## config.mk

```make
export PLATFORM = sky130hd
export DESIGN_NAME = nearest_neighbor_downscaler_flat
export DESIGN_NICKNAME = d
export VERILOG_FILES = /design/src/rtl/nnd_pkg.sv /design/src/rtl/nnd_in_if.sv /design/src/rtl/nnd_out_if.sv /design/src/rtl/nnd_div.sv /design/src/rtl/nnd_ratio.sv /design/src/rtl/nnd_front.sv /design/src/rtl/nnd_queue.sv /design/src/rtl/nearest_neighbor_downscaler.sv /design/src/flat_wrapper.sv
export SDC_FILE = /design/constraint.sdc
export NUM_CORES = 1
export LEC_CHECK = 0
export BUFFER_PORTS_ARGS = -buffer_cell sky130_fd_sc_hd__clkbuf_2
export CAP_MARGIN = 20
export CELL_PAD_IN_SITES_DETAIL_PLACEMENT = 1
export CELL_PAD_IN_SITES_GLOBAL_PLACEMENT = 2
export CORE_MARGIN = 5
export CORE_UTILIZATION = 45
export DETAILED_ROUTE_END_ITERATION = 6
export MAX_ROUTING_LAYER = met4
export PLACE_DENSITY_LB_ADDON = 0.12
export SYNTH_ARGS = -nofsm -noshare
export SYNTH_HDL_FRONTEND = slang
export SYNTH_SLANG_ARGS = --single-unit
```

## constraint.sdc

```tcl
create_clock -name clk -period 10 [get_ports clk]
set_clock_uncertainty 0.05 [all_clocks]
set_input_delay 2 -clock clk [delete_from_list [all_inputs] [get_ports clk]]
set_output_delay 2 -clock clk [all_outputs]
set_load 0.02 [all_outputs]
```

## src/rtl/nnd_pkg.sv

```systemverilog
`default_nettype none
package nnd_pkg;

  localparam int FRAC_BITS = 16;
  localparam int MAX_SIDE  = 2048;

  localparam int CFG_W   = 12;
  localparam int SIDE_W  = $clog2(MAX_SIDE) + 1;
  localparam int CNT_W   = $clog2(MAX_SIDE);
  localparam int IDX_W   = SIDE_W;
  localparam int ACC_W   = SIDE_W + FRAC_BITS;
  localparam int PIX_W   = 8;
  localparam int COORD_W = 11;
  localparam int WR_INDEX_W = 8;
  localparam int DIV_STEPS  = ACC_W;
  localparam int DIV_CNT_W  = $clog2(DIV_STEPS);

  localparam logic [WR_INDEX_W-1:0] REG_SOURCE_WIDTH  = WR_INDEX_W'(0);
  localparam logic [WR_INDEX_W-1:0] REG_SOURCE_HEIGHT = WR_INDEX_W'(1);
  localparam logic [WR_INDEX_W-1:0] REG_TARGET_WIDTH  = WR_INDEX_W'(2);
  localparam logic [WR_INDEX_W-1:0] REG_TARGET_HEIGHT = WR_INDEX_W'(3);

  localparam int RST_SOURCE_WIDTH  = 324;
  localparam int RST_SOURCE_HEIGHT = 244;
  localparam int RST_TARGET_WIDTH  = 81;
  localparam int RST_TARGET_HEIGHT = 61;

  localparam logic [ACC_W-1:0] RST_COL_RATIO =
    ACC_W'(((RST_SOURCE_WIDTH << FRAC_BITS) / RST_TARGET_WIDTH) + 1);
  localparam logic [ACC_W-1:0] RST_ROW_RATIO =
    ACC_W'(((RST_SOURCE_HEIGHT << FRAC_BITS) / RST_TARGET_HEIGHT) + 1);

  localparam int QDEPTH = 4;
  localparam int QPTR_W = $clog2(QDEPTH);
  localparam int QCNT_W = $clog2(QDEPTH + 1);

  typedef struct packed {
    logic [SIDE_W-1:0] sw;
    logic [SIDE_W-1:0] sh;
    logic [SIDE_W-1:0] tw;
    logic [SIDE_W-1:0] th;
    logic [ACC_W-1:0]  col_ratio;
    logic [ACC_W-1:0]  row_ratio;
  } geom_t;

  typedef struct packed {
    logic [PIX_W-1:0]   pixel;
    logic [COORD_W-1:0] col;
    logic [COORD_W-1:0] row;
    logic               last;
  } res_t;

  function automatic logic [SIDE_W-1:0] eff_source(input logic [CFG_W-1:0] v);
    logic [SIDE_W-1:0] r;
    if (v == '0) begin
      r = SIDE_W'(1);
    end else if (32'(v) > MAX_SIDE) begin
      r = SIDE_W'(MAX_SIDE);
    end else begin
      r = SIDE_W'(v);
    end
    return r;
  endfunction

  function automatic logic [SIDE_W-1:0] eff_target(input logic [CFG_W-1:0] t,
                                                    input logic [SIDE_W-1:0] s);
    logic [SIDE_W-1:0] r;
    if (t == '0) begin
      r = SIDE_W'(1);
    end else if (32'(t) > 32'(s)) begin
      r = s;
    end else begin
      r = SIDE_W'(t);
    end
    return r;
  endfunction

endpackage
`default_nettype wire

```

## src/rtl/nnd_in_if.sv

```systemverilog
`default_nettype none
interface nnd_in_if;
  import nnd_pkg::*;
  logic             valid;
  logic             ready;
  logic [PIX_W-1:0] pixel_in;
  logic             frame_start;

  modport source(output valid, output pixel_in, output frame_start, input ready);
  modport sink(input valid, input pixel_in, input frame_start, output ready);
endinterface
`default_nettype wire

```

## src/rtl/nnd_out_if.sv

```systemverilog
`default_nettype none
interface nnd_out_if;
  import nnd_pkg::*;
  logic               valid;
  logic               ready;
  logic [PIX_W-1:0]   pixel_out;
  logic [COORD_W-1:0] out_col;
  logic [COORD_W-1:0] out_row;
  logic               frame_last;

  modport source(output valid, output pixel_out, output out_col, output out_row,
                 output frame_last, input ready);
  modport sink(input valid, input pixel_out, input out_col, input out_row,
               input frame_last, output ready);
endinterface
`default_nettype wire

```

## src/rtl/nnd_div.sv

```systemverilog
`default_nettype none
module nnd_div (
  input  wire logic                        clk,
  input  wire logic                        rst,
  input  wire logic                        start,
  input  wire logic [nnd_pkg::SIDE_W-1:0]  source_size,
  input  wire logic [nnd_pkg::SIDE_W-1:0]  target_size,
  input  wire logic [nnd_pkg::ACC_W-1:0]   reset_ratio,
  output logic                             busy,
  output logic [nnd_pkg::ACC_W-1:0]        ratio
);
  import nnd_pkg::*;

  logic [DIV_CNT_W-1:0] count;
  logic [SIDE_W-1:0]    divisor;
  logic [SIDE_W-1:0]    rem;
  logic [ACC_W-1:0]     shreg;
  logic [SIDE_W:0]      trial;
  logic                 qbit;
  logic [SIDE_W-1:0]    rem_next;

  // Restoring division, one quotient bit per cycle. The dividend shifts out
  // of the top of shreg while quotient bits shift in at the bottom.
  always_comb begin
    trial = {rem, shreg[ACC_W-1]};
    qbit  = trial >= {1'b0, divisor};
    if (qbit) begin
      rem_next = SIDE_W'(trial - {1'b0, divisor});
    end else begin
      rem_next = SIDE_W'(trial);
    end
  end

  always_ff @(posedge clk) begin
    if (rst) begin
      busy  <= 1'b0;
      count <= '0;
      ratio <= reset_ratio;
    end else if (start) begin
      busy    <= 1'b1;
      count   <= '0;
      divisor <= target_size;
      rem     <= '0;
      shreg   <= {source_size, {FRAC_BITS{1'b0}}};
    end else if (busy) begin
      rem   <= rem_next;
      shreg <= {shreg[ACC_W-2:0], qbit};
      count <= count + DIV_CNT_W'(1);
      if (count == DIV_CNT_W'(DIV_STEPS - 1)) begin
        busy  <= 1'b0;
        ratio <= {shreg[ACC_W-2:0], qbit} + ACC_W'(1);
      end
    end
  end
endmodule
`default_nettype wire

```

## src/rtl/nnd_ratio.sv

```systemverilog
`default_nettype none
module nnd_ratio (
  input  wire logic                            clk,
  input  wire logic                            rst,
  input  wire logic                            wr_en,
  input  wire logic [nnd_pkg::WR_INDEX_W-1:0]  wr_index,
  input  wire logic [nnd_pkg::CFG_W-1:0]       wr_data,
  output nnd_pkg::geom_t                       geom,
  output logic                                 busy,
  output logic                                 clear
);
  import nnd_pkg::*;

  logic [CFG_W-1:0] source_width;
  logic [CFG_W-1:0] source_height;
  logic [CFG_W-1:0] target_width;
  logic [CFG_W-1:0] target_height;
  logic             pending;
  logic             col_busy;
  logic             row_busy;
  logic             index_ok;
  logic [ACC_W-1:0] col_ratio;
  logic [ACC_W-1:0] row_ratio;

  always_comb begin
    unique case (wr_index)
      REG_SOURCE_WIDTH, REG_SOURCE_HEIGHT,
      REG_TARGET_WIDTH, REG_TARGET_HEIGHT: index_ok = 1'b1;
      default:                             index_ok = 1'b0;
    endcase
  end

  assign clear = wr_en && index_ok;

  always_ff @(posedge clk) begin
    if (rst) begin
      source_width  <= CFG_W'(RST_SOURCE_WIDTH);
      source_height <= CFG_W'(RST_SOURCE_HEIGHT);
      target_width  <= CFG_W'(RST_TARGET_WIDTH);
      target_height <= CFG_W'(RST_TARGET_HEIGHT);
      pending       <= 1'b0;
    end else begin
      pending <= clear;
      if (wr_en) begin
        unique case (wr_index)
          REG_SOURCE_WIDTH:  source_width  <= wr_data;
          REG_SOURCE_HEIGHT: source_height <= wr_data;
          REG_TARGET_WIDTH:  target_width  <= wr_data;
          REG_TARGET_HEIGHT: target_height <= wr_data;
          default: ;
        endcase
      end
    end
  end

  always_comb begin
    geom.sw        = eff_source(source_width);
    geom.sh        = eff_source(source_height);
    geom.tw        = eff_target(target_width, geom.sw);
    geom.th        = eff_target(target_height, geom.sh);
    geom.col_ratio = col_ratio;
    geom.row_ratio = row_ratio;
  end

  // The divisions start the cycle after a write, once the register holds it.
  nnd_div u_col_div (
    .clk         (clk),
    .rst         (rst),
    .start       (pending),
    .source_size (geom.sw),
    .target_size (geom.tw),
    .reset_ratio (RST_COL_RATIO),
    .busy        (col_busy),
    .ratio       (col_ratio)
  );

  nnd_div u_row_div (
    .clk         (clk),
    .rst         (rst),
    .start       (pending),
    .source_size (geom.sh),
    .target_size (geom.th),
    .reset_ratio (RST_ROW_RATIO),
    .busy        (row_busy),
    .ratio       (row_ratio)
  );

  assign busy = pending || col_busy || row_busy;
endmodule
`default_nettype wire

```

## src/rtl/nnd_front.sv

```systemverilog
`default_nettype none
module nnd_front (
  input  wire logic                      clk,
  input  wire logic                      rst,
  input  wire logic                      clear,
  input  wire nnd_pkg::geom_t            geom,
  input  wire logic                      accept,
  input  wire logic [nnd_pkg::PIX_W-1:0] pixel_in,
  input  wire logic                      frame_start,
  output logic                           push,
  output nnd_pkg::res_t                  result
);
  import nnd_pkg::*;

  logic [CNT_W-1:0] src_col;
  logic [CNT_W-1:0] src_row;
  logic [IDX_W-1:0] dst_col;
  logic [IDX_W-1:0] dst_row;
  logic [ACC_W-1:0] col_acc;
  logic [ACC_W-1:0] row_acc;

  logic [CNT_W-1:0] cur_src_col;
  logic [CNT_W-1:0] cur_src_row;
  logic [IDX_W-1:0] cur_dst_col;
  logic [IDX_W-1:0] cur_dst_row;
  logic [ACC_W-1:0] cur_col_acc;
  logic [ACC_W-1:0] cur_row_acc;

  logic [CNT_W-1:0] src_col_next;
  logic [CNT_W-1:0] src_row_next;
  logic [IDX_W-1:0] dst_col_next;
  logic [IDX_W-1:0] dst_row_next;
  logic [ACC_W-1:0] col_acc_next;
  logic [ACC_W-1:0] row_acc_next;

  logic col_hit;
  logic row_hit;

  always_comb begin
    // A frame start restarts the position before the pixel is judged.
    if (frame_start) begin
      cur_src_col = '0;
      cur_src_row = '0;
      cur_dst_col = '0;
      cur_dst_row = '0;
      cur_col_acc = '0;
      cur_row_acc = '0;
    end else begin
      cur_src_col = src_col;
      cur_src_row = src_row;
      cur_dst_col = dst_col;
      cur_dst_row = dst_row;
      cur_col_acc = col_acc;
      cur_row_acc = row_acc;
    end

    col_hit = (cur_dst_col < geom.tw) &&
              (cur_col_acc[ACC_W-1:FRAC_BITS] == {1'b0, cur_src_col});
    row_hit = (cur_dst_row < geom.th) &&
              (cur_row_acc[ACC_W-1:FRAC_BITS] == {1'b0, cur_src_row});

    push          = accept && col_hit && row_hit;
    result.pixel  = pixel_in;
    result.col    = cur_dst_col[COORD_W-1:0];
    result.row    = cur_dst_row[COORD_W-1:0];
    result.last   = (cur_dst_col + IDX_W'(1) == geom.tw) &&
                    (cur_dst_row + IDX_W'(1) == geom.th);

    src_col_next = cur_src_col;
    src_row_next = cur_src_row;
    dst_col_next = cur_dst_col;
    dst_row_next = cur_dst_row;
    col_acc_next = cur_col_acc;
    row_acc_next = cur_row_acc;

    if (col_hit) begin
      dst_col_next = cur_dst_col + IDX_W'(1);
      col_acc_next = cur_col_acc + geom.col_ratio;
    end
    if ({1'b0, cur_src_col} + SIDE_W'(1) >= geom.sw) begin
      src_col_next = '0;
      dst_col_next = '0;
      col_acc_next = '0;
      if (row_hit) begin
        dst_row_next = cur_dst_row + IDX_W'(1);
        row_acc_next = cur_row_acc + geom.row_ratio;
      end
      if ({1'b0, cur_src_row} + SIDE_W'(1) >= geom.sh) begin
        // Last pixel of the source frame: wrap to a new frame.
        src_row_next = '0;
        dst_row_next = '0;
        row_acc_next = '0;
      end else begin
        src_row_next = cur_src_row + CNT_W'(1);
      end
    end else begin
      src_col_next = cur_src_col + CNT_W'(1);
    end
  end

  always_ff @(posedge clk) begin
    if (rst || clear) begin
      src_col <= '0;
      src_row <= '0;
      dst_col <= '0;
      dst_row <= '0;
      col_acc <= '0;
      row_acc <= '0;
    end else if (accept) begin
      src_col <= src_col_next;
      src_row <= src_row_next;
      dst_col <= dst_col_next;
      dst_row <= dst_row_next;
      col_acc <= col_acc_next;
      row_acc <= row_acc_next;
    end
  end
endmodule
`default_nettype wire

```

## src/rtl/nnd_queue.sv

```systemverilog
`default_nettype none
module nnd_queue (
  input  wire logic    clk,
  input  wire logic    rst,
  input  wire logic    push,
  input  wire nnd_pkg::res_t push_data,
  output logic         full,
  output logic         valid,
  input  wire logic    pop,
  output nnd_pkg::res_t head
);
  import nnd_pkg::*;

  res_t              entries [QDEPTH];
  logic [QPTR_W-1:0] wr_ptr;
  logic [QPTR_W-1:0] rd_ptr;
  logic [QCNT_W-1:0] count;
  logic              do_pop;

  assign full   = count == QCNT_W'(QDEPTH);
  assign valid  = count != '0;
  assign head   = entries[rd_ptr];
  assign do_pop = pop && valid;

  always_ff @(posedge clk) begin
    if (push) begin
      entries[wr_ptr] <= push_data;
    end
  end

  always_ff @(posedge clk) begin
    if (rst) begin
      wr_ptr <= '0;
      rd_ptr <= '0;
      count  <= '0;
    end else begin
      if (push) begin
        wr_ptr <= wr_ptr + QPTR_W'(1);
      end
      if (do_pop) begin
        rd_ptr <= rd_ptr + QPTR_W'(1);
      end
      if (push && !do_pop) begin
        count <= count + QCNT_W'(1);
      end else if (do_pop && !push) begin
        count <= count - QCNT_W'(1);
      end
    end
  end
endmodule
`default_nettype wire

```

## src/rtl/nearest_neighbor_downscaler.sv

```systemverilog
`default_nettype none
// A selected pixel is written into the result queue as its request is accepted and leaves from the queue head.
// Throughput: one source pixel per cycle while the queue is not full and no register write is in progress;
// a four-entry result queue decouples the sides. After a register write the input is held off while the two
// bit-serial dividers form the new step ratios, one quotient bit per cycle.
// Reset (synchronous, active high) restores the default sizes and their ratios at once.
module nearest_neighbor_downscaler (
  input  wire logic                            clk,
  input  wire logic                            rst,
  input  wire logic                            wr_en,
  input  wire logic [nnd_pkg::WR_INDEX_W-1:0]  wr_index,
  input  wire logic [nnd_pkg::CFG_W-1:0]       wr_data,
  nnd_in_if.sink                               in_stream,
  nnd_out_if.source                            out_stream
);
  import nnd_pkg::*;

  geom_t geom;
  logic  busy;
  logic  clear;
  logic  accept;
  logic  push;
  logic  full;
  res_t  result;
  res_t  head;

  nnd_ratio u_ratio (
    .clk      (clk),
    .rst      (rst),
    .wr_en    (wr_en),
    .wr_index (wr_index),
    .wr_data  (wr_data),
    .geom     (geom),
    .busy     (busy),
    .clear    (clear)
  );

  assign in_stream.ready = !busy && !full;
  assign accept          = in_stream.valid && in_stream.ready;

  nnd_front u_front (
    .clk         (clk),
    .rst         (rst),
    .clear       (clear),
    .geom        (geom),
    .accept      (accept),
    .pixel_in    (in_stream.pixel_in),
    .frame_start (in_stream.frame_start),
    .push        (push),
    .result      (result)
  );

  nnd_queue u_queue (
    .clk       (clk),
    .rst       (rst),
    .push      (push),
    .push_data (result),
    .full      (full),
    .valid     (out_stream.valid),
    .pop       (out_stream.ready),
    .head      (head)
  );

  assign out_stream.pixel_out  = head.pixel;
  assign out_stream.out_col    = head.col;
  assign out_stream.out_row    = head.row;
  assign out_stream.frame_last = head.last;
endmodule
`default_nettype wire

```

## src/flat_wrapper.sv

```systemverilog
// flat-port wrapper written by rule: the top's interface ports become plain ports
module nearest_neighbor_downscaler_flat import nnd_pkg::*;
  (clk, rst, wr_en, wr_index, wr_data, in_stream_valid, in_stream_pixel_in, in_stream_frame_start, in_stream_ready, out_stream_valid, out_stream_pixel_out, out_stream_out_col, out_stream_out_row, out_stream_frame_last, out_stream_ready);
  nnd_in_if in_stream_i ();
  nnd_out_if out_stream_i ();
  input  wire logic clk;
  input  wire logic rst;
  input  wire logic wr_en;
  input  wire logic [nnd_pkg::WR_INDEX_W-1:0] wr_index;
  input  wire logic [nnd_pkg::CFG_W-1:0] wr_data;
  input wire logic [$bits(in_stream_i.valid)-1:0] in_stream_valid;
  input wire logic [$bits(in_stream_i.pixel_in)-1:0] in_stream_pixel_in;
  input wire logic [$bits(in_stream_i.frame_start)-1:0] in_stream_frame_start;
  output wire logic [$bits(in_stream_i.ready)-1:0] in_stream_ready;
  output wire logic [$bits(out_stream_i.valid)-1:0] out_stream_valid;
  output wire logic [$bits(out_stream_i.pixel_out)-1:0] out_stream_pixel_out;
  output wire logic [$bits(out_stream_i.out_col)-1:0] out_stream_out_col;
  output wire logic [$bits(out_stream_i.out_row)-1:0] out_stream_out_row;
  output wire logic [$bits(out_stream_i.frame_last)-1:0] out_stream_frame_last;
  input wire logic [$bits(out_stream_i.ready)-1:0] out_stream_ready;
  assign in_stream_i.valid = in_stream_valid;
  assign in_stream_i.pixel_in = in_stream_pixel_in;
  assign in_stream_i.frame_start = in_stream_frame_start;
  assign in_stream_ready = in_stream_i.ready;
  assign out_stream_valid = out_stream_i.valid;
  assign out_stream_pixel_out = out_stream_i.pixel_out;
  assign out_stream_out_col = out_stream_i.out_col;
  assign out_stream_out_row = out_stream_i.out_row;
  assign out_stream_frame_last = out_stream_i.frame_last;
  assign out_stream_i.ready = out_stream_ready;
  nearest_neighbor_downscaler u_core (.clk(clk), .rst(rst), .wr_en(wr_en), .wr_index(wr_index), .wr_data(wr_data), .in_stream(in_stream_i), .out_stream(out_stream_i));
endmodule
```

Yosys cells after proc, flatten, opt, wreduce, memory -nomap -nowiden
Memory sizes are Yosys's and may differ from the RTL's. A register that Yosys moved wholly into a read port is not among the register bits.
Cells that the tools add are included.
{"block": "word_totals", "output_inout_bits": 33, "n_memories": 1, "ramBits": 124, "word_cells": 155, "regBits": 330, "input_bits": 34}
{"name": "u_core.u_queue.entries", "words": 4, "word_bits": 31, "read_ports": 1, "rd_clocked_by_memory_dff": 1, "wr": 1, "line_no": "nnd_queue.sv:14", "rtl": "res_t entries [QDEPTH];"}
{"block": "classes", "n_mux": 48, "eq_ne": 10, "n_addsub": 18, "bitwise_logic": 2, "n_reduce_logical": 38, "magnitude_cmp": 10}
{"cell": "$mux W28", "count": 11}
{"cell": "$mux W12", "count": 19}
{"cell": "$add A28 B1 Y28 const B", "count": 2}
{"cell": "$add A28 B28 Y28", "count": 2}
{"cell": "$mux W11", "count": 5}
{"cell": "$logic_not A12 Y1", "count": 4}
{"cell": "$ge A13 B12 Y1", "count": 2}
{"cell": "$add A11 B1 Y12 const B", "count": 2}
{"cell": "$add A12 B1 Y12 const B", "count": 2}
{"cell": "$eq A12 B11 Y1", "count": 2}
{"cell": "$eq A12 B12 Y1", "count": 2}
{"cell": "$ge A12 B12 Y1", "count": 2}
{"cell": "$gt A12 B12 Y1", "count": 2}
{"cell": "$gt A12 B12 Y1 const B", "count": 2}
{"cell": "$lt A12 B12 Y1", "count": 2}
{"cell": "$sub A12 B12 Y12", "count": 2}
{"cell": "$add A11 B1 Y11 const B", "count": 2}
{"cell": "$eq A8 B2 Y1 const B", "count": 2}
{"cell": "$reduce_and A2 Y1", "count": 7}
{"cell": "$logic_and A1 B1 Y1", "count": 11}
{"cell": "$add A5 B1 Y5 const B", "count": 2}
{"cell": "$eq A5 B5 Y1 const B", "count": 2}
{"cell": "$mux W1", "count": 9}
{"cell": "$eq A8 B1 Y1 const B", "count": 1}
{"cell": "15 further kinds", "count": 27}

Longest topological paths before layout
Gate-level depths: netlist (run 1).
{"block": "logic_depth", "depth_word": 14, "mapped_depth": 25, "mapped_depth_nobuf": 24}

Modules after synthesis
From an unflattened synthesis (run 1), not the netlist that was laid out.
{"block": "unflattened", "hier_cells": 2769, "hier_area_um2": 27575.2}
{"module": "nnd_front", "n_inst": 1, "seq_area_each_um2": 2042.0, "cells_each": 1364, "area_per_inst_um2": 10358.7}
{"module": "nnd_div", "n_inst": 2, "seq_area_each_um2": 2522.4, "cells_each": 426, "area_per_inst_um2": 4670.7}
{"module": "nnd_queue", "n_inst": 1, "seq_area_each_um2": 3903.7, "cells_each": 205, "area_per_inst_um2": 4918.5}
{"module": "nnd_ratio", "n_inst": 1, "seq_area_each_um2": 980.9, "cells_each": 346, "area_per_inst_um2": 2940.3}
{"module": "nearest_neighbor_downscaler", "n_inst": 1, "seq_area_each_um2": 0.0, "cells_each": 2, "area_per_inst_um2": 16.3}

Least setup slack after synthesis (run 1)
Ideal clock, no wire load.
{"block": "synth_timing", "path_kind": "input-to-reg", "start": "in in_stream_frame_start", "end": "reg u_core.u_front.row_acc[25]", "slack_ps": 3433, "n_path_buf": 6, "setup_ps": 88, "cell_stages": 22, "required_time_ps": 9862, "arrival_ps": 6429, "path_cell_list": "buf_2 clkbuf_1 buf_1 clkbuf_1 clkbuf_1 nor2b_1 ha_1 nand3_1 nor3_1 nand3_1 xor2_1 nor2_1 ha_1 a211o_1 or2_2 a221o_1 a31oi_1 o21ai_2 o41ai_4 buf_2 nand2_1 o31ai_1"}
{"block": "synth_between", "elab_chain_len": 6, "elab_cells_between_ends": 15, "classes_between": "3 x add/sub; 3 x order compare; 1 x eq/ne; 7 x mux; 1 x reduce/logical"}
{"item": "start: declaration", "line_no": "flat_wrapper.sv:13", "rtl": "input wire logic [$bits(in_stream_i.frame_start)-1:0] in_stream_frame_start;"}
{"item": "branches (longest 5 deep; another with $add A11 B1 Y12)"}
{"item": "$mux W28 *", "line_no": "nnd_front.sv:80", "rtl": "if ({1'b0, cur_src_col} + SIDE_W'(1) >= geom.sw) begin"}
{"item": "end signal: assignment", "line_no": "nnd_front.sv:115", "rtl": "row_acc <= row_acc_next;"}
{"item": "end: declaration", "line_no": "nnd_front.sv:20", "rtl": "logic [ACC_W-1:0] row_acc;"}
Mark *: on every way between the ends.
A chain may end at the register's enable or synchronous reset.

Final worst setup path (run 1)
{"block": "layout_timing", "start": "reg u_core.u_ratio.source_width[11]", "end": "reg u_core.u_queue.count[2]"}
{"block": "layout_between", "elab_chain_len": 13, "elab_cells_between_ends": 16, "classes_between": "3 x order compare; 5 x mux; 8 x reduce/logical"}
{"item": "start: declaration", "line_no": "nnd_ratio.sv:14", "rtl": "logic [CFG_W-1:0] source_width;"}
{"item": "start signal: assignment", "line_no": "nnd_ratio.sv:37", "rtl": "source_width <= CFG_W'(RST_SOURCE_WIDTH);"}
{"item": "start signal: assignment", "line_no": "nnd_ratio.sv:46", "rtl": "REG_SOURCE_WIDTH: source_width <= wr_data;"}
{"item": "$gt A12 B12 Y1", "line_no": "nnd_pkg.sv:57", "rtl": "end else if (32'(v) > MAX_SIDE) begin"}
{"item": "$mux W12", "line_no": "nnd_pkg.sv:57"}
{"item": "$mux W12 *", "line_no": "nnd_pkg.sv:55", "rtl": "if (v == '0) begin"}
{"item": "$gt A12 B12 Y1", "line_no": "nnd_pkg.sv:70", "rtl": "end else if (32'(t) > 32'(s)) begin"}
{"item": "$mux W12 *", "line_no": "nnd_pkg.sv:70"}
{"item": "$mux W12 *", "line_no": "nnd_pkg.sv:68", "rtl": "if (t == '0) begin"}
{"item": "$lt A12 B12 Y1 *", "line_no": "nnd_front.sv:57", "rtl": "col_hit = (cur_dst_col < geom.tw) &&"}
{"item": "$logic_and A1 B1 Y1 *", "line_no": "nnd_front.sv:57"}
{"item": "$logic_and A1 B1 Y1 * (2 in a row)", "line_no": "nnd_front.sv:62", "rtl": "push = accept && col_hit && row_hit;"}
{"item": "via u_core.push", "line_no": "nearest_neighbor_downscaler.sv:22", "rtl": "logic push;"}
{"item": "$logic_not A1 Y1", "line_no": "nnd_queue.sv:45", "rtl": "end else if (do_pop && !push) begin"}
{"item": "$logic_and A1 B1 Y1", "line_no": "nnd_queue.sv:45"}
{"item": "$reduce_bool A2 Y1 (no line)"}
{"item": "end signal: assignment", "line_no": "nnd_queue.sv:44", "rtl": "count <= count + QCNT_W'(1);"}
{"item": "end signal: assignment", "line_no": "nnd_queue.sv:46", "rtl": "count <= count - QCNT_W'(1);"}
{"item": "end: declaration", "line_no": "nnd_queue.sv:17", "rtl": "logic [QCNT_W-1:0] count;"}
Mark *: on every way through the listed nets, which the timed path passes. The rest lies on a longest branch.

==> results of run 1 <==
## sequential cells by signal, indices dropped and copies added (netlist names), 28 cells and up, named ones only
name	count
u_core.u_queue.entries	124
u_core.u_front.col_acc	28
u_core.u_front.row_acc	28
u_core.u_ratio.u_col_div.ratio	28
u_core.u_ratio.u_col_div.shreg	28
u_core.u_ratio.u_row_div.ratio	28
u_core.u_ratio.u_row_div.shreg	28
## placed cells by master (no fill, tap or decap), types with 96 or more instances in the layout
cell	n
sky130_fd_sc_hd__nand2_1	185
sky130_fd_sc_hd__edfxtp_1	228
sky130_fd_sc_hd__inv_1	121
sky130_fd_sc_hd__xnor2_1	96
sky130_fd_sc_hd__a21oi_1	138
sky130_fd_sc_hd__xor2_1	97
sky130_fd_sc_hd__dfxtp_1	226
sky130_fd_sc_hd__ha_1	163
sky130_fd_sc_hd__nor2b_1	140
sky130_fd_sc_hd__nor2_1	262
## stage by stage
stage	worst slack (ns)	power, W	hold WS (ns)	area [sq um]
after global placement	3.17	0.00269	0.381	27200
after floorplan	3.43	0.00250	0.367	26100
after global routing	3.01	0.00480	0.420	29000
final	3.57	0.00462	0.403	29000
after CTS	3.54	0.00468	0.398	29000
after detailed placement	2.93	0.00271	0.389	27200
## routing by layer
layer | vias to the layer above | routed length (um) | global-route usage
li1 | 9670 | - | -
met1 | 10100 | 34100 | 0.309
met2 | 301 | 37900 | 0.417
met3 | 111 | 2200 | 0.0224
met4 | 0 | 2090 | 0.0674
met5 | - | 0 | -
## report_power, final
group,internal [W],total (W),switching [W],leakage (nW)
clock,0.00116,0.00196,0.000800,0.880
sequential,0.00203,0.00206,0.0000308,3.91
combinational,0.000215,0.000607,0.000392,6.40
## cell families (layout without fill, tap and decap cells)
group | count (synthesis) | count (layout) | synth area share
buffers and inverters | 236 | 320 | 0.0356
xor gates and xnor gates | 193 | 193 | 0.0649
DFF | 456 | 456 | 0.438
muxes | 127 | 127 | 0.0652
adders and majority gates | 168 | 168 | 0.0821
and+or+nand+nor | 905 | 905 | 0.174
AOI/OAI and AO/OA | 540 | 540 | 0.141
## how the worst max path moves through the flow
stage,endpoint,start,slack [ns],cells past startpoint
2_1_floorplan,u_core.u_front.row_acc[25],in_stream_frame_start,3.43,22
3_5_place_dp,u_core.u_front.row_acc[25],in_stream_frame_start,2.93,14
3_3_place_gp,u_core.u_front.row_acc[25],in_stream_frame_start,3.17,19
6_report,u_core.u_queue.count[2],u_core.u_ratio.source_width[11],3.57,23
5_1_grt,u_core.u_queue.count[2],u_core.u_ratio.source_width[11],3.01,24
4_1_cts,u_core.u_queue.count[2],u_core.u_ratio.source_width[11],3.54,24
## synthesized netlist by cell type, types with 14 or more instances
cell | instances | area (sq um)
sky130_fd_sc_hd__a211oi_1 | 56 | 420
sky130_fd_sc_hd__edfxtp_1 | 228 | 6850
sky130_fd_sc_hd__nor3_1 | 42 | 210
sky130_fd_sc_hd__nand3_1 | 71 | 355
sky130_fd_sc_hd__mux4_2 | 32 | 721
sky130_fd_sc_hd__inv_1 | 121 | 454
sky130_fd_sc_hd__o21a_1 | 16 | 120
sky130_fd_sc_hd__dfxtp_1 | 228 | 4560
sky130_fd_sc_hd__a21o_1 | 38 | 285
sky130_fd_sc_hd__clkbuf_1 | 79 | 297
sky130_fd_sc_hd__nand3b_1 | 15 | 113
sky130_fd_sc_hd__nor2b_1 | 141 | 882
sky130_fd_sc_hd__a21oi_1 | 138 | 691
sky130_fd_sc_hd__mux2i_1 | 74 | 741
sky130_fd_sc_hd__nor2_1 | 266 | 998
sky130_fd_sc_hd__and2_1 | 14 | 87.6
sky130_fd_sc_hd__nand2b_1 | 20 | 125
sky130_fd_sc_hd__a31oi_1 | 20 | 125
sky130_fd_sc_hd__buf_1 | 17 | 63.8
sky130_fd_sc_hd__nor4_1 | 29 | 181
sky130_fd_sc_hd__mux2_2 | 21 | 236
sky130_fd_sc_hd__buf_2 | 16 | 80.1
sky130_fd_sc_hd__o21ai_0 | 89 | 445
sky130_fd_sc_hd__a211o_1 | 24 | 210
sky130_fd_sc_hd__xor2_1 | 97 | 850
sky130_fd_sc_hd__o211ai_1 | 23 | 173
sky130_fd_sc_hd__nand2_1 | 186 | 698
sky130_fd_sc_hd__xnor2_1 | 96 | 841
sky130_fd_sc_hd__a22oi_1 | 32 | 240
sky130_fd_sc_hd__and4_1 | 14 | 123
sky130_fd_sc_hd__nand4_1 | 40 | 250
sky130_fd_sc_hd__ha_1 | 163 | 2040
sky130_fd_sc_hd__or3_1 | 20 | 125
## final cells by class
type / count / area, sq um / area share
clock inverter: 20 / 234 / 0.00807
timing repair buffer: 102 / 609 / 0.0210
tap: 765 / 957 / 0.0330
sequential: 456 / 11400 / 0.394
inverter: 121 / 454 / 0.0157
clock buffer: 77 / 1550 / 0.0534
multi-input combinational: 1933 / 13800 / 0.475
## critical path, cell delays in order, from the launching register on
cell and delay, ns:
sky130_fd_sc_hd__dfxtp_1 0.37, sky130_fd_sc_hd__inv_1 0.31, sky130_fd_sc_hd__nand2_1 0.33, sky130_fd_sc_hd__ha_1 0.40, sky130_fd_sc_hd__nand4_1 0.14, sky130_fd_sc_hd__a211o_1 0.30, sky130_fd_sc_hd__a21oi_1 0.13, sky130_fd_sc_hd__buf_4 0.26
sky130_fd_sc_hd__mux2i_1 0.65, sky130_fd_sc_hd__ha_1 0.36, sky130_fd_sc_hd__nor2b_1 0.13, sky130_fd_sc_hd__o21a_1 0.16, sky130_fd_sc_hd__o211ai_1 0.14, sky130_fd_sc_hd__a21boi_0 0.13, sky130_fd_sc_hd__o2111ai_1 0.52, sky130_fd_sc_hd__nand2_4 0.26
sky130_fd_sc_hd__nor3_1 0.26, sky130_fd_sc_hd__buf_4 0.20, sky130_fd_sc_hd__ha_1 0.19, sky130_fd_sc_hd__inv_1 0.06, sky130_fd_sc_hd__fa_1 0.37, sky130_fd_sc_hd__xor2_1 0.16, sky130_fd_sc_hd__or3_1 0.32, sky130_fd_sc_hd__a21oi_1 0.14
==> run summary, run 1 <==
The layout has 6354 filler cells. Detailed placement ended at an HPWL of 56200 um. TritonCTS built the clock tree.

The tools report the initial antenna violation count as 0. The sequential share of the synthesized area is 0.438. After clock tree synthesis, the clock-pin slew on the worst setup and hold paths is 0.06 ns.

In this run the power density over the cells is 159 nW/um^2. The tree is rooted in a sky130_fd_sc_hd__clkbuf_16. The aggregate global-route resource usage was 0.243; the slew at the pin closest to its max-slew limit was 0.973 ns. Summing every instance area after synthesis gives 26100 sq um. The number of global-route vias before repair was 21100; the TritonCTS sink count was 456.

The number of register bits inferred by synthesis was 456; the height of the chip was 251 um. The number of port buffers works out to 66. The final period utilization was 0.643. Routability-driven placement finished with a final weighted congestion of 0.881.

The worst reg-to-reg path cell count is 23, and the final wirelength is 76400 um. The clock period minus worst slack works out to 6.43 ns. Across the run, the number of max-cap violations was 0. The path with the worst hold slack has its endpoint at u_core.u_front.col_acc[7]. Setup repair after global routing left no endpoint under its margin.

For the final routed database, the setup TNS stands at 0 ns. The analysis attributes to cell leakage a power of 11.2 nW. Detailed routing inserted a total of 20200 vias. The initialized floorplan defines 88 standard-cell rows. The share of layout cells above drive strength 1 works out to 0.104. The number of resized instances in the post-cts repair step came out at 0. For this design the top-level I/O count stands at 67. The total die area was 62800 sq um. The H-tree depth came out at 2. The tools report the wire length of the first global-routing pass as 120000 um. The critical path capture point type was a flop. Effective utilization at floorplan: 0.453.

The cts-stage hold buffer count is 0. After clock tree synthesis, the setup repair step added 0 buffers. The number of antenna diodes in the final layout is 0. Across the VDD grid, the largest voltage drop is 0.137 mV.

The routed length per placed instance was 22.0 um; the final hold violation count was 0. For this run, the leading register cell type out of synthesis is sky130_fd_sc_hd__edfxtp_1. The worst setup path is of the reg -> reg kind. In the routed design, unresolved DRC markers number 0.

The post-layout net count was 2868. The run gives 52 as the number of clock buffers inserted by TritonCTS. The number of different library cells used by synthesis comes to 84.

STA classifies the critical path startpoint as a flop. The setup violation total in the final timing report is 0, and the mean instance size in the synthesized netlist is 9.93 sq um. The cell count after synthesis came out at 2625. Yosys mapped a number of flops with a built-in enable equal to 228.

Synthesis produced a netlist with a net count of 2827. During synthesis, Yosys emitted a total of 0 warnings. Using the TritonRoute via totals, the vias-per-cell ratio works out to 5.81. Summed over all layers, the global routing overflow is 0.

The area added between synthesis and finish is 11.2%, and the register-to-register setup slack is 3.57 ns. Fraction of registers with async set or reset after synthesis: 0. Once layout is complete, the cells apart from fillers number 3474. The terminus of the critical flop-to-flop path was u_core.u_queue.count[2]. The floorplan die width works out to 251 um. The worst hold path begins at u_core.u_front.col_acc[7].

Once detail routing completed, the nets flagged for antenna violations numbered 0. The worst register-to-register path begins at u_core.u_ratio.source_width[11]. In this run the worst path has a maximum fanout of 13.

The number of placed instances, taps included was 3376; the count of cells along the worst hold path was 2. Pin count of the biggest net entering global routing: 59. Data on the critical path arrives at its endpoint at 6.91 ns. STA puts the critical path data required time at 10.49 ns.

The worst hold path belongs to the class reg -> reg. The headroom to the max-slew limit is 0.350, and the highest clock rate is 156 MHz. The first routing iteration left 1104 violations. The area of the placeable core was 57600 sq um; the insertion delay to the later sink of the worst-skew pair was 0.61 ns. The clock tree buffer depth is 3, and the core occupancy in the finished layout is 0.503. The count of final max-slew check failures was 0. The run finished with clean final reports.

Before antenna repair, the detailed router went through 5 iterations.
Note: power is estimated with default switching activity, not from simulation.
==> run 2: changes to the inputs <==
CORE_UTILIZATION = 42   (was 45)
clock period = 6.7 ns   (was 10 ns; I/O delays follow)
==> run summary, run 2 (synthesis gave the netlist of run 1 again) <==
The run finished with clean final reports. The estimated wirelength of the detail-placed design is 58000 um (was 56200 um). The wire length of the first global-routing pass was 124000 um (was 120000 um).

The core occupancy in the finished layout was 0.475 (was 0.503). The critical setup path kind was reg -> reg (unchanged). Height of the chip: 259 um (was 251 um).

List of cells traversed by the critical path: nor2b_1 -> inv_1 -> ha_1 -> nor2b_1 -> o211ai_1 -> a211oi_4 -> o21ai_0 -> a32oi_1 -> ha_1 -> nor2b_1 -> o21ai_0 -> nand2b_1 -> a2111oi_0 -> o21ai_1 -> nor2_2 -> buf_4 -> nand3_2 -> o31ai_1 (was inv_1 -> nand2_1 -> ha_1 -> nand4_1 -> a211o_1 -> a21oi_1 -> buf_4 -> mux2i_1 -> ha_1 -> nor2b_1 -> o21a_1 -> o211ai_1 -> a21boi_0 -> o2111ai_1 -> nand2_4 -> nor3_1 -> buf_4 -> ha_1 -> inv_1 -> fa_1 -> xor2_1 -> or3_1 -> a21oi_1). For the headroom to the max-slew limit, the log shows 0.303 (was 0.350). The leading cell type in the layout, fill and taps excluded is sky130_fd_sc_hd__nor2_1 (unchanged). The cell type with the highest occurrence count on the critical path is sky130_fd_sc_hd__nor2b_1 (was sky130_fd_sc_hd__ha_1). The row count was 91 (was 88). The final period utilization is 0.915 (was 0.643), and the detailed-route via count is 20100 (was 20200). The tools report the final instance count without filler cells as 3566 (was 3474). Number of placed instances, taps included: 3466 (was 3376). The critical path capture point type is a flop (unchanged).

The tools report the pin count of the biggest net entering global routing as 56 (was 59). The effective utilization at floorplan is 0.423 (was 0.453). Number of port buffers: 66 (unchanged). The cell type group with the largest total delay on the critical path was compound AO/OA/AOI/OAI gates (unchanged).

The cell type of the slowest stage on the worst timing path is sky130_fd_sc_hd__nor2_2 (was sky130_fd_sc_hd__mux2i_1). The tools report the first element of the critical path as u_core.u_ratio.source_height[11] (was u_core.u_ratio.source_width[11]). For the sum of negative setup slack, the log shows 0 ns (unchanged). The total non-filler cell area in the finished layout is 29300 sq um (was 29000 sq um). Clock tree buffer depth: 3 (unchanged). The clock transition at the register clock pins on the worst setup and hold paths after CTS is 0.06 ns (about the same). The logs give 0 (unchanged) for the setup violation total in the final timing report and 2 (unchanged) for the H-tree depth.

Launch instance of the worst register-to-register path: u_core.u_ratio.source_height[11] (was u_core.u_ratio.source_width[11]). The power density of the placed cells was 241 nW/um^2 (was 159 nW/um^2); the initial antenna violation count was 1 (was 0). For the DRC violation count after routing, the log shows 0 (unchanged). Critical path launch point type: a flop (unchanged). The run gives 52 (unchanged) as the number of clock buffers inserted by TritonCTS.

Area of the placeable core: 61600 sq um (was 57600 sq um). For the I/O pin total, the log shows 67 (unchanged). The number of global-route vias before repair came out at 21200 (was 21100).

The run gives 1146 (was 1104) as the count of routing violations after the opening detailed-route iteration. Largest register by flop count: u_core.u_queue.entries (unchanged). Area after detailed placement: 27400 sq um (was 27200 sq um).

The TritonCTS sink count came out at 456 (unchanged). The routed length per placed instance was 22.2 um (was 22.0 um). For the total die area, the log shows 67100 sq um (was 62800 sq um). The slew at the pin closest to its max-slew limit works out to 1.04 ns (was 0.973 ns).

Setup repair after global routing left no endpoint under its margin. The number of buffer and inverter stages on the critical path came out at 2 (was 4). The total congestion overflow was 0 (unchanged). The post-route worst hold slack was 0.397 ns (was 0.403 ns); the share of layout cells above drive strength 1 was 0.110 (was 0.104).

The run gives 0.61 ns (about the same) as the insertion delay to the later sink of the worst-skew pair. The tools report the last element of the critical path as u_core.u_front.row_acc[25] (was u_core.u_queue.count[2]). For the data arrival time at the worst-slack endpoint, the log shows 6.59 ns (was 6.91 ns). The tools report the cell at the root of the clock tree as sky130_fd_sc_hd__clkbuf_16 (unchanged).

The stage delay of the slowest cell on the critical path works out to 0.56 ns (was 0.65 ns). The count of cells along the worst hold path works out to 2 (unchanged). The maximum fanout along the worst path is 19 (was 13).

Most used cells in the layout excluding fill and tap cells: 262 x sky130_fd_sc_hd__nor2_1, 228 x sky130_fd_sc_hd__edfxtp_1, 226 x sky130_fd_sc_hd__dfxtp_1 (unchanged). The tools report the terminus of the critical flop-to-flop path as u_core.u_front.row_acc[25] (was u_core.u_queue.count[2]). The maximum resistive drop on vdd was 0.193 mV (was 0.137 mV); the data required time at the worst endpoint was 7.16 ns (was 10.49 ns). The number of flip-flops in the largest register is 124 (unchanged). The via count normalized by instance count is 5.65 (was 5.81). The total stage count of the critical path was 18 (was 23); the final weighted congestion in routability-driven placement was 0.867 (was 0.881). The first-pass detailed-route iteration total is 5 (unchanged), and the cts-stage hold buffer count is 0 (unchanged). The logs give 0 (unchanged) for the max-capacitance violation count and 79000 um (was 76400 um) for the final wirelength.

The tools report the number of nets still failing antenna checks after routing as 0 (unchanged). The path type of the worst min-delay path was reg -> reg (unchanged). The highest clock rate came out at 163 MHz (was 156 MHz). The worst reg-to-reg path cell count works out to 18 (was 23).

For the aggregate global-route resource usage, the log shows 0.238 (was 0.243). The area added between synthesis and finish works out to 12.3% (was 11.2%). The final hold violation count was 0 (unchanged); the leakage dissipation was 11.3 nW (was 11.2 nW). TritonCTS built the clock tree. The count of final max-slew check failures came out at 0 (unchanged). The run gives 2886 (was 2868) as the post-layout net count. The clock period minus worst slack came out at 6.13 ns (was 6.43 ns).

The tools report the register-to-register setup slack as 0.57 ns (was 3.57 ns). Floorplan die width: 259 um (was 251 um).
-- run 2: cell type report --
type                    instances  area (sq um)
fillers                      6835         32300
multi-input cells            1933         13800
flip-flops and latches        456         11400
clock buffers                  71          1460
well taps                     837          1050
repair buffers                120           753
inverters                     121           454
clock inverters                27           353
diodes                          1          2.50
-- run 2: where the power goes --
part           internal, W  leakage, nW  switching, W
clock              0.00181        0.892       0.00123
sequential         0.00302         3.91     0.0000455
combinational     0.000337         6.50      0.000618
-- run 2: metrics by stage --
| stage | total power, W | worst slack (ns) |
|---|---|---|
| after floorplan | 0.00373 | 0.779 |
| after global placement | 0.00408 | 0.390 |
| after detailed placement | 0.00410 | 0.213 |
| after CTS | 0.00717 | 0.170 |
| after global routing | 0.00733 | 0.0686 |
| final | 0.00706 | 0.567 |
-- run 2: worst min path at each step --
stage,start,end
after CTS,u_core.u_front.row_acc[15],u_core.u_front.row_acc[15]
after floorplan,u_core.u_front.row_acc[10],u_core.u_front.row_acc[10]
final,u_core.u_front.row_acc[15],u_core.u_front.row_acc[15]
after global routing,u_core.u_front.row_acc[8],u_core.u_front.row_acc[8]
after detailed placement,u_core.u_front.row_acc[15],u_core.u_front.row_acc[15]
after global placement,u_core.u_front.row_acc[15],u_core.u_front.row_acc[15]
-- run 2: per-layer routing --
metal / global-route usage / routed length, um / vias to the layer above
met5: - / 0 / -
met4: 0.0620 / 2020 / 0
met3: 0.0281 / 2590 / 114
met2: 0.406 / 38700 / 282
met1: 0.303 / 35800 / 10000
li1: - / - / 9690
-- run 2: worst reg2reg max path, cell delays in order (launching register included) --
cell	delay, ns
sky130_fd_sc_hd__dfxtp_1	0.43
sky130_fd_sc_hd__nor2b_1	0.52
sky130_fd_sc_hd__inv_1	0.17
sky130_fd_sc_hd__ha_1	0.34
sky130_fd_sc_hd__nor2b_1	0.13
sky130_fd_sc_hd__o211ai_1	0.15
sky130_fd_sc_hd__a211oi_4	0.40
sky130_fd_sc_hd__o21ai_0	0.27
sky130_fd_sc_hd__a32oi_1	0.34
sky130_fd_sc_hd__ha_1	0.29
sky130_fd_sc_hd__nor2b_1	0.13
sky130_fd_sc_hd__o21ai_0	0.17
sky130_fd_sc_hd__nand2b_1	0.08
sky130_fd_sc_hd__a2111oi_0	0.48
sky130_fd_sc_hd__o21ai_1	0.30
sky130_fd_sc_hd__nor2_2	0.56
sky130_fd_sc_hd__buf_4	0.38
sky130_fd_sc_hd__nand3_2	0.44
sky130_fd_sc_hd__o31ai_1	0.40
-- run 2: timing repair --
item	in CTS	in global routing
setup endpoints to repair	0	19
resized for setup	0	2
buffers inserted	0	0
==> run 3: changes to the inputs <==
RECOVER_POWER = 50   (was unset)
==> run summary, run 3 (synthesis gave the netlist of run 1 again) <==
The run finished, with violations left. The checks that failed: max-capacitance violations, max-slew violations. The met2 routing resource usage after global routing came out at 0.406 (unchanged).

The leakage dissipation came out at 11.2 nW (was 11.3 nW). The count of final max-slew check failures was 392 (was 0). The pin count of the biggest net entering global routing was 56 (unchanged). The final wirelength was 79000 um (about the same); the slack of the critical path was 0.528 ns (was 0.567 ns). Height of the chip: 259 um (unchanged).

The post-layout net count is 2886 (unchanged). The area after detailed placement was 27400 sq um (unchanged); the register area was 11400 sq um (about the same). The run gives 0 (unchanged) as the number of buffers inserted to repair setup after CTS. The worst reg-to-reg path cell count is 18 (unchanged), and the maximum resistive drop on vdd is 0.193 mV (about the same). The power density of the placed cells came out at 242 nW/um^2 (was 241 nW/um^2). Number of nets still failing antenna checks after routing: 0 (unchanged). DRC violation count after routing: 0 (unchanged). For the aggregate global-route resource usage, the log shows 0.238 (unchanged). The headroom to the max-slew limit was -0.881 (was 0.303); the count of routing violations after the opening detailed-route iteration was 1178 (was 1146). The clock tree buffer depth is 3 (unchanged), and the data arrival time at the worst-slack endpoint is 6.63 ns (was 6.59 ns).

The final hold violation count was 0 (unchanged). The leading cell type in the layout, fill and taps excluded is sky130_fd_sc_hd__nor2_1 (unchanged). The path type of the worst min-delay path was reg -> reg (unchanged). Setup violation total in the final timing report: 0 (unchanged). The busiest metal layer after global routing is met2 (unchanged). The estimated wirelength of the detail-placed design came out at 58000 um (unchanged). The total non-filler cell area in the finished layout was 29200 sq um (was 29300 sq um). For the met3 routing resource usage after global routing, the log shows 0.0281 (unchanged). For the sum of negative setup slack, the log shows 0 ns (unchanged). Number of placed instances, taps included: 3466 (unchanged).

The run gives 124000 um (unchanged) as the wire length of the first global-routing pass. H-tree depth: 2 (unchanged). The tools report the final instance count without filler cells as 3566 (unchanged).

The critical setup path kind is in -> reg (was reg -> reg). Critical path capture point type: a flop (unchanged). Data required time at the worst endpoint: 7.16 ns (about the same). The register-to-register setup slack is 0.59 ns (was 0.57 ns). The floorplan die width came out at 259 um (unchanged). List of cells traversed by the critical path: buf_4 -> clkbuf_1 -> nor2b_1 -> ha_1 -> nor2b_1 -> o21ai_0 -> nand2b_1 -> a2111oi_0 -> o21ai_1 -> nor2_2 -> buf_4 -> nand3_2 -> o31ai_1 (was nor2b_1 -> inv_1 -> ha_1 -> nor2b_1 -> o211ai_1 -> a211oi_4 -> o21ai_0 -> a32oi_1 -> ha_1 -> nor2b_1 -> o21ai_0 -> nand2b_1 -> a2111oi_0 -> o21ai_1 -> nor2_2 -> buf_4 -> nand3_2 -> o31ai_1). Detailed-route via count: 20100 (about the same). The clock transition at the register clock pins on the worst setup and hold paths after CTS was 0.06 ns (about the same); the routed length per placed instance was 22.1 um (was 22.2 um). The cts-stage hold buffer count came out at 0 (unchanged). The insertion delay to the later sink of the worst-skew pair was 0.61 ns (about the same); the TritonCTS sink count was 456 (unchanged).

The logs give 1 (unchanged) for the initial antenna violation count and 61600 sq um (unchanged) for the area of the placeable core. The total of fill cells in the finished design was 6844 (was 6835). The final period utilization came out at 0.921 (was 0.915).

The first-pass detailed-route iteration total is 5 (unchanged). The I/O pin total came out at 67 (unchanged). The run gives 0.474 (was 0.475) as the core occupancy in the finished layout. The share of layout cells above drive strength 1 is 0.100 (was 0.110), and the slew at the pin closest to its max-slew limit is 2.82 ns (was 1.04 ns). The total die area was 67100 sq um (unchanged); the clock period minus worst slack was 6.17 ns (was 6.13 ns).

The maximum fanout along the worst path was 35 (was 19); the stage delay of the slowest cell on the critical path was 1.17 ns (was 0.56 ns). The logs give 21200 (unchanged) for the number of global-route vias before repair and 0.213 ns (unchanged) for the placement-stage worst setup slack. The number of port buffers came out at 66 (unchanged). For the number of resized instances in the post-cts repair step, the log shows 0 (unchanged). Most used cells in the layout excluding fill and tap cells: 262 x sky130_fd_sc_hd__nor2_1, 228 x sky130_fd_sc_hd__edfxtp_1, 227 x sky130_fd_sc_hd__dfxtp_1 (was 262 x sky130_fd_sc_hd__nor2_1, 228 x sky130_fd_sc_hd__edfxtp_1, 226 x sky130_fd_sc_hd__dfxtp_1).

The count of cells along the worst hold path works out to 2 (unchanged). The run gives 0 (unchanged) as the total congestion overflow. The logs give 91 (unchanged) for the row count and 0.423 (unchanged) for the effective utilization at floorplan.

The tools report the combined area of the multi-input logic cells as 13800 sq um (about the same). Largest register by flop count: u_core.u_queue.entries (unchanged). The tools report the cell at the root of the clock tree as sky130_fd_sc_hd__clkbuf_16 (unchanged). TritonCTS built the clock tree.

The critical path launch point type is a primary input (was a flop). The via count normalized by instance count was 5.63 (was 5.65). The final weighted congestion in routability-driven placement was 0.867 (unchanged). The area added between synthesis and finish was 12.0% (was 12.3%); the number of clock buffers inserted by TritonCTS was 52 (unchanged). The number of flip-flops in the largest register came out at 124 (unchanged). The max-capacitance violation count came out at 10 (was 0). The tools report the global-route track usage on met1 as 0.303 (unchanged). The cell type of the slowest stage on the worst timing path was sky130_fd_sc_hd__clkbuf_1 (was sky130_fd_sc_hd__nor2_2). For the highest clock rate, the log shows 162 MHz (was 163 MHz).

Setup repair after global routing left no endpoint under its margin.
==> run 3: layout make-up <==
| class | count | share of cell area |
|---|---|---|
| multi-input combinational | 1933 | 0.471 |
| tap | 837 | 0.0359 |
| clock inverter | 27 | 0.0121 |
| inverter | 121 | 0.0156 |
| timing repair buffer | 120 | 0.0240 |
| antenna | 1 | 0.0000857 |
| sequential | 456 | 0.391 |
| clock buffer | 71 | 0.0501 |
==> run 3: final timing paths <==
check	to	startpoint
setup / recovery	u_core.u_front.row_acc[25]	in_stream_frame_start
hold / removal	u_core.u_front.row_acc[15]	u_core.u_front.row_acc[15]
setup reg to reg	u_core.u_front.row_acc[25]	u_core.u_ratio.source_height[11]
hold reg to reg	u_core.u_front.row_acc[15]	u_core.u_front.row_acc[15]
==> run 3: layer usage <==
layer / routed length [um] / share of wire
met1: 35900 / 0.46
met2: 38600 / 0.49
met3: 2380 / 0.030
met4: 2020 / 0.026
met5: 0 / 0
==> run 3: where the power goes <==
| part | internal, W | leakage (nW) | switching (W) |
|---|---|---|---|
| Clock | 0.00181 | 0.892 | 0.00123 |
| Sequential | 0.00302 | 3.91 | 0.0000454 |
| Combinational | 0.000334 | 6.42 | 0.000619 |
| Total | 0.00517 | 11.2 | 0.00189 |
==> run 3: metrics by stage <==
stage          hold slack [ns]  power (W)
5_1_grt                  0.432    0.00733
2_1_floorplan            0.367    0.00373
3_3_place_gp             0.376    0.00408
6_report                 0.397    0.00706
3_5_place_dp             0.389    0.00410
4_1_cts                  0.403    0.00717
==> run 3: critical path: cells and delay by family <==
family	cells	cell delay, ns
compound gates	4	1.32
simple gates	5	1.61
fa+ha+maj	1	0.41
buf+inv	3	1.92
